## src/design/ods_pkg.sv

```systemverilog
// ods_pkg: shared constants, types and helper functions of the orbital density sampler
// no dependencies; imported by orbital_density_sampler, ods_sqrt, ods_div and ods_harm
package ods_pkg;

  localparam int TABLE_DEPTH = 512;
  localparam int ADDR_W      = $clog2(TABLE_DEPTH);
  localparam int IDX_W       = 9;
  localparam int CMP_W       = ((IDX_W > ADDR_W) ? IDX_W : ADDR_W) + 1;

  localparam int SQRT_LAT = 32;
  localparam int DIV_LAT  = 32;
  localparam int HARM_LAT = 4;

  typedef enum logic [1:0] {
    REG_RADIUS_LIMIT = 2'd0,
    REG_DEGREE       = 2'd1,
    REG_ORDER        = 2'd2
  } cfg_reg_e;

  localparam logic [1:0] DEG_S = 2'd0;
  localparam logic [1:0] DEG_P = 2'd1;
  localparam logic [1:0] DEG_D = 2'd2;
  localparam logic [1:0] DEG_F = 2'd3;

  localparam logic signed [2:0] ORD_N3 = -3'sd3;
  localparam logic signed [2:0] ORD_N2 = -3'sd2;
  localparam logic signed [2:0] ORD_N1 = -3'sd1;
  localparam logic signed [2:0] ORD_Z  = 3'sd0;
  localparam logic signed [2:0] ORD_P1 = 3'sd1;
  localparam logic signed [2:0] ORD_P2 = 3'sd2;

  localparam logic signed [33:0] ONE = 34'sh040000000;

  localparam logic signed [33:0] K_L0   = 34'(64'd28209479  * 64'd1073741824 / 64'd100000000);
  localparam logic signed [33:0] K_L1   = 34'(64'd48860251  * 64'd1073741824 / 64'd100000000);
  localparam logic signed [33:0] K_XY2  = 34'(64'd109254843 * 64'd1073741824 / 64'd100000000);
  localparam logic signed [33:0] K_Z2   = 34'(64'd31539157  * 64'd1073741824 / 64'd100000000);
  localparam logic signed [33:0] K_XX2  = 34'(64'd54627421  * 64'd1073741824 / 64'd100000000);
  localparam logic signed [33:0] K_33   = 34'(64'd59004358  * 64'd1073741824 / 64'd100000000);
  localparam logic signed [33:0] K_XYZ3 = 34'(64'd289061144 * 64'd1073741824 / 64'd100000000);
  localparam logic signed [33:0] K_13   = 34'(64'd45704579  * 64'd1073741824 / 64'd100000000);
  localparam logic signed [33:0] K_Z3   = 34'(64'd37317633  * 64'd1073741824 / 64'd100000000);
  localparam logic signed [33:0] K_23   = 34'(64'd144530572 * 64'd1073741824 / 64'd100000000);

  typedef struct packed {
    logic signed [31:0] dx;
    logic signed [31:0] dy;
    logic signed [31:0] dz;
  } dir_t;

  typedef struct packed {
    logic             valid;
    logic             kind;
    logic [IDX_W-1:0] idx;
    logic [31:0]      value;
    logic             sx;
    logic             sy;
    logic             sz;
    logic [31:0]      mx;
    logic [31:0]      my;
    logic [31:0]      mz;
  } front_t;

  typedef struct packed {
    logic             valid;
    logic             kind;
    logic [IDX_W-1:0] idx;
    logic [31:0]      value;
    logic             outside;
    logic             zero;
    logic             sx;
    logic             sy;
    logic             sz;
  } mid_t;

  typedef struct packed {
    logic               qv;
    logic               outside;
    logic               clamp;
    logic signed [31:0] a;
    logic               dneg;
    dir_t               dir;
  } tail_t;

  function automatic logic [31:0] mag32(input logic signed [31:0] v);
    mag32 = v[31] ? 32'(-v) : 32'(v);
  endfunction

  // signed product scaled down by 2^30, truncated toward zero
  function automatic logic signed [33:0] qmul(input logic signed [33:0] a,
                                              input logic signed [33:0] b);
    logic [32:0] ma;
    logic [32:0] mb;
    logic [65:0] p;
    logic [33:0] t;
    ma = a[33] ? 33'(-a) : 33'(a);
    mb = b[33] ? 33'(-b) : 33'(b);
    p  = 66'(ma) * 66'(mb);
    t  = 34'(p >> 30);
    qmul = (a[33] ^ b[33]) ? -t : t;
  endfunction

endpackage

```

## src/design/ods_sqrt.sv

```systemverilog
// ods_sqrt: pipelined integer square root, one result bit per stage
// depends on ods_pkg
module ods_sqrt (
  input  logic        clk_i,
  input  logic [63:0] rad_i,
  output logic [31:0] root_o
);
  import ods_pkg::*;

  logic [63:0] rad_q  [SQRT_LAT];
  logic [34:0] rem_q  [SQRT_LAT];
  logic [31:0] root_q [SQRT_LAT];

  for (genvar k = 0; k < SQRT_LAT; k++) begin : g_stage
    logic [63:0] rad_in;
    logic [34:0] rem_in;
    logic [31:0] root_in;
    logic [34:0] rem_sh;
    logic [34:0] trial;
    logic        ge;

    if (k == 0) begin : g_first
      assign rad_in  = rad_i;
      assign rem_in  = '0;
      assign root_in = '0;
    end else begin : g_next
      assign rad_in  = rad_q[k-1];
      assign rem_in  = rem_q[k-1];
      assign root_in = root_q[k-1];
    end

    assign rem_sh = {rem_in[32:0], rad_in[63:62]};
    assign trial  = {1'b0, root_in, 2'b01};
    assign ge     = rem_sh >= trial;

    always_ff @(posedge clk_i) begin
      rad_q[k]  <= {rad_in[61:0], 2'b00};
      rem_q[k]  <= ge ? rem_sh - trial : rem_sh;
      root_q[k] <= {root_in[30:0], ge};
    end
  end

  assign root_o = root_q[SQRT_LAT-1];

endmodule

```

## config.mk

```make
export PLATFORM = sky130hd
export DESIGN_NAME = ods_sqrt
export DESIGN_NICKNAME = d
export VERILOG_FILES = /design/src/design/ods_pkg.sv /design/src/design/ods_sqrt.sv
export SDC_FILE = /design/constraint.sdc
export NUM_CORES = 2
export LEC_CHECK = 0
export ABC_AREA = 0
export BUFFER_PORTS_ARGS = -buffer_cell sky130_fd_sc_hd__buf_2
export CORE_ASPECT_RATIO = 0.8
export CORE_UTILIZATION = 58
export CTS_BUF_LIST = sky130_fd_sc_hd__clkbuf_16
export DETAILED_ROUTE_END_ITERATION = 6
export PLACE_DENSITY = 0.85
export REMOVE_ABC_BUFFERS = 1
export SLEW_MARGIN = 20
export SYNTH_ARGS = -nofsm -noshare
export SYNTH_HDL_FRONTEND = slang
export SYNTH_MEMORY_MAX_BITS = 65536
export SYNTH_SLANG_ARGS = --single-unit
```

## constraint.sdc

```tcl
create_clock -name clk_i -period 5.3 [get_ports clk_i]
set_input_delay 0.265 -clock clk_i [delete_from_list [all_inputs] [get_ports clk_i]]
set_output_delay 0.265 -clock clk_i [all_outputs]
set_load 0.005 [all_outputs]
```

* Word level (Yosys, flattened, before mapping)
Memory sizes are Yosys's and may differ from the RTL's.
Cells that the tools add are included.
Widths: inputs -> output; s select.
** Storage, ports and cells
- Word-level logic and storage cells :: 99
- Input bits :: 65
- Flip-flop bits (word level) :: 0
- Memories :: 3
- Bits in writable memories :: 4128
- Output and inout port bits :: 32
** Memory list
- rad_q :: depth 32, width 62, rd ports 31, clocked after Yosys merged registers in 0, wr ports 32, RTL line ods_sqrt.sv:10 : logic [63:0] rad_q [SQRT_LAT];
- rem_q :: depth 32, width 35, rd ports 31, clocked after Yosys merged registers in 0, wr ports 32, RTL line ods_sqrt.sv:11 : logic [34:0] rem_q [SQRT_LAT];
- root_q :: depth 32, width 32, rd ports 32, clocked after Yosys merged registers in 0, wr ports 32, RTL line ods_sqrt.sv:12 : logic [31:0] root_q [SQRT_LAT];
** Cells by class
- Muxes and demuxes :: 32
- $add $sub $neg :: 32
- $lt $le $gt $ge :: 32
** Operator list (number)
- $mux 35 :: 32
- $ge 35x34->1 :: 31
- $sub 35x34->35 :: 31
- $sub 2x1->3 const B :: 1
- $ge 2x1->1 const B :: 1

* Longest topological paths before layout
An unclocked memory read counts as a cell.
- Depth in word-level cells :: 3
- Depth in mapped cells :: 15
- Mapped depth without buffers :: 13

* Least setup slack after synthesis
No wires, ideal clock.
- Kind :: register to register
- From :: memory root_q[14][13]
- To :: memory rem_q[15][24], in the netlist rem_q[0][549]
- Clock period less this slack :: 3354 ps
- Data required time :: 5182 ps
- Arrival time :: 3236 ps
- Library setup time :: 118 ps
- Buffers on the path :: 1
- Stages on the path, launching flop included :: 13
- Slack :: 1946 ps
- Cell sequence :: dfxtp_1 > inv_1 > ha_1 > buf_2 > nand3_1 > or4_1 > or3_1 > or4_1 > nand4_1 > o21bai_1 > o311ai_1 > or3_1 > xnor2_1
** RTL lines (RTL line)
- from (decl) :: ods_sqrt.sv:12
- to (decl) :: ods_sqrt.sv:11

==> results.md <==
- Crit-path slowest cell: a2111oi_0
- Register Area: roughly 50,000 um2
- Kind of critical path: reg2reg
- Internal power: around 35 mW
- CP Buf/Inv Count: 2
- Avg Cell Area, Syn: 10.2 um2
- CP peak stage delay: 0.76 ns
- Placement Rows: about 130
- First-pass GRT wire length: 328 mm
- Via count: 64,300
- Root Buffer Master: clkbuf_16
- Post-Route WL: 207 mm
- Top FF cell, synth: dfxtp_1
- P_sw: 14.5 mW
- Worst R2R Setup Slack: around 1.1 ns
- Initial antenna violation count: 6
- Die ar.: roughly 160,000 um2
- Power density over the cells: 479 nW/um2
- Core box area: 156,000 um2
- Synth Instances: 8,987
- HP Start: rad_i[49]
- Max VDD drop: 0.000339 V
- Num Clock Sinks: ~2,500
- GP Congestion: 0.936
- Postcts setup bufs: 0
- Largest area contributor in the netlist: dfxtp_1
- Skew final: about 0.067 ns
- Reg power frac: 0.494
- Leakage power: 48.5 nW
- CTS-repair resized insts: 0
- Layout cell share with drive strength beyond 1: 0.0727
- Status: complete, no violations
- Worst slew pin tran: between 1 and 1.5 ns
- Ys Warns: 0
- Post-placement cell count: 11,000
- Hold_buf cts: 94
- Via/cell ratio: 5.58
- DR WL/cell: ~18 um
- Starting DRT DRC Count: 5,285
- Count leader, synth: dfxtp_1
- Drt pass-1 iters: 6
- Synth cell types: 92
- Hold Crit Class: in2reg
- Rel. slew slack: 0.200
- CP Depth: 12
- Crit path required time: 6.00 ns
- Post-synth EDFFs: 0
- Placed Area: ~94,000 um2
- Die width: 446 um
- Hold Crit Depth: 2
- Crit-path cells: inv_1, ha_1, o211ai_1, a2111oi_0, o211ai_1, a211oi_1, nor2_1, a21boi_0, o21ai_0, nor2b_1, inv_2, mux2_2
- H-tree levels: 4
- FILL cells: 11,700
- Yosys reg bits: ~2,500
- Vias in the first global route: approximately 63,000
- Max Freq: 239 MHz
- Detail Route Antenna Nets: 0
- Post-synth ARST share: 0
- Clock network fraction of design power: 0.328
- Synth area leaders: dfxtp_1, ha_1, xnor2_1, xor2_1, a21oi_1
- P&R area growth vs syn: 12.1%
- Combinational power share: 0.178
- CP Capture Type: flop
- Setup_tns: 0 ns
- Worst R2R End: rem_q[1][361]
- Final setup fails: 0
- Finished Layout Cells: 11,500
- Multi-input logic area: 38,300 um2
- CP Launch Type: flop
- Quantity of I/O buffers inserted on ports: 96
- RSZ-0062 raised after global routing: false
- Die H: around 360 um
- RR Startpoint: root_q[25][0]
- Layout Nets: 9,869
- All-Layer GR Usage: 0.254
- TritonCTS clock tree: built
- Post-Syn Area: 91,500 um2
- Max Root-Sink Buffers: 3
- Residual DRC: 0
- Sw frac: 0.296
- Share of the synthesized area in the top cell type: 0.545
- CP most frequent cell: o211ai_1
- Hold EP: rad_q[0][49]
- WHS: 0.0431 ns
- Crit Path Max Fanout: 37
- Max Slew Vio Count: 0
- Largest net degree at the start of global routing: 52
- Critical path arrival: 4.89 ns
- Top post-synthesis cells by count: dfxtp_1, inv_1, a21oi_1
- Initial Utilization: 0.588
- Max Cap Violations: 0
- I/O pin count: 97
- Overflow after GRT: 0
- Critical path's top delay family: compound AO/OA/AOI/OAI gates
- Final Hold Viols: 0
- Inserted Clock Buffers: between 200 and 250
- HPWL Detailed: 149 mm
- Tcrit/Tclk final: 0.790
- Minimum clock period: 4.19 ns
- Clk_lat worst skew: about 0.87 ns
- Final Cell Area: 103,000 um2
- R2R cell count: 12
- Sequential fraction of the synthesis area: 0.545
- Clock Pin Slew Worst Setup and Hold Paths: 0.06 ns
[stage by stage]
| step | setup slack (ns) | power, mW | util |
|---|---|---|---|
| 4_1_cts | 1.14 | 49.3 | 0.659 |
| 3_3_place_gp | 1.27 | 32.8 | 0.605 |
| 5_1_grt | 0.765 | 51.5 | 0.660 |
| 3_5_place_dp | 1.22 | 33.1 | 0.605 |
| 6_report | 1.11 | 49.1 | 0.660 |
| 2_1_floorplan | 0.690 | 30.4 | - |
[cell usage in the layout, fill, tap and decap left out, types with 220 or more instances in the layout]
| cell type | Yosys | routed |
|---|---|---|
| a21oi_1 | 596 | 594 |
| ha_1 | 561 | 561 |
| inv_1 | 702 | 733 |
| o21ai_0 | 403 | 403 |
| nor2_1 | 574 | 574 |
| xor2_1 | 349 | 349 |
| dfxtp_1 | 2494 | 2494 |
| a21o_1 | 232 | 232 |
| nand2_1 | 561 | 560 |
| xnor2_1 | 439 | 439 |
| clkbuf_16 | 0 | 220 |
[registers in the layout (all words and copies together) (netlist names)]
register  cells
root_q      528
rad_q       992
rem_q       974
[per-layer routing]
layer  track usage  wire length, um  vias up
met5             0               14        -
li1              -                -    31300
met2         0.425            96000     2118
met3        0.0403            11600      515
met4        0.0915             7070        2
met1         0.333            92100    30400
[worst max path at each step]
stage | endpoint | startpoint | slack, ns
after floorplan | rem_q[1][157] | root_q[19][6] | 0.69
after global placement | rem_q[1][355] | root_q[25][1] | 1.27
after detailed placement | rem_q[1][360] | root_q[25][1] | 1.22
after CTS | rem_q[1][85] | root_q[17][0] | 1.14
after global routing | rem_q[1][371] | root_q[25][1] | 0.77
final | rem_q[1][361] | root_q[25][0] | 1.11
[final cells by class]
cell class / count / area share
Inverter: 705 / 0.0258
Clock inverter: 191 / 0.0190
Multi-Input combinational cell: 5602 / 0.373
Timing Repair Buffer: 220 / 0.0163
Sequential cell: 2494 / 0.486
Tap cell: 2096 / 0.0255
Clock buffer: 220 / 0.0536
Antenna cell: 1 / 0.0000244
[cell families after synthesis]
group / count (synthesis) / synth area share
xor+xnor: 788 / 0.0754
other cells: 1 / 0.0000410
buf+inv: 891 / 0.0367
compound gates: 1814 / 0.124
flops: 2494 / 0.545
mux: 146 / 0.0178
fa+ha+maj: 561 / 0.0767
simple gates: 2292 / 0.124
[power by group through the flow]
stage	combinational, mW	clock [mW]	sequential [mW]
floorplan	6.66	0	23.7
global placement	8.21	0	24.6
detailed placement	8.45	0	24.6
CTS	8.65	16.4	24.3
global route	9.67	17.2	24.6
finish	8.76	16.1	24.3
Note: power is estimated with default switching activity, not from simulation.
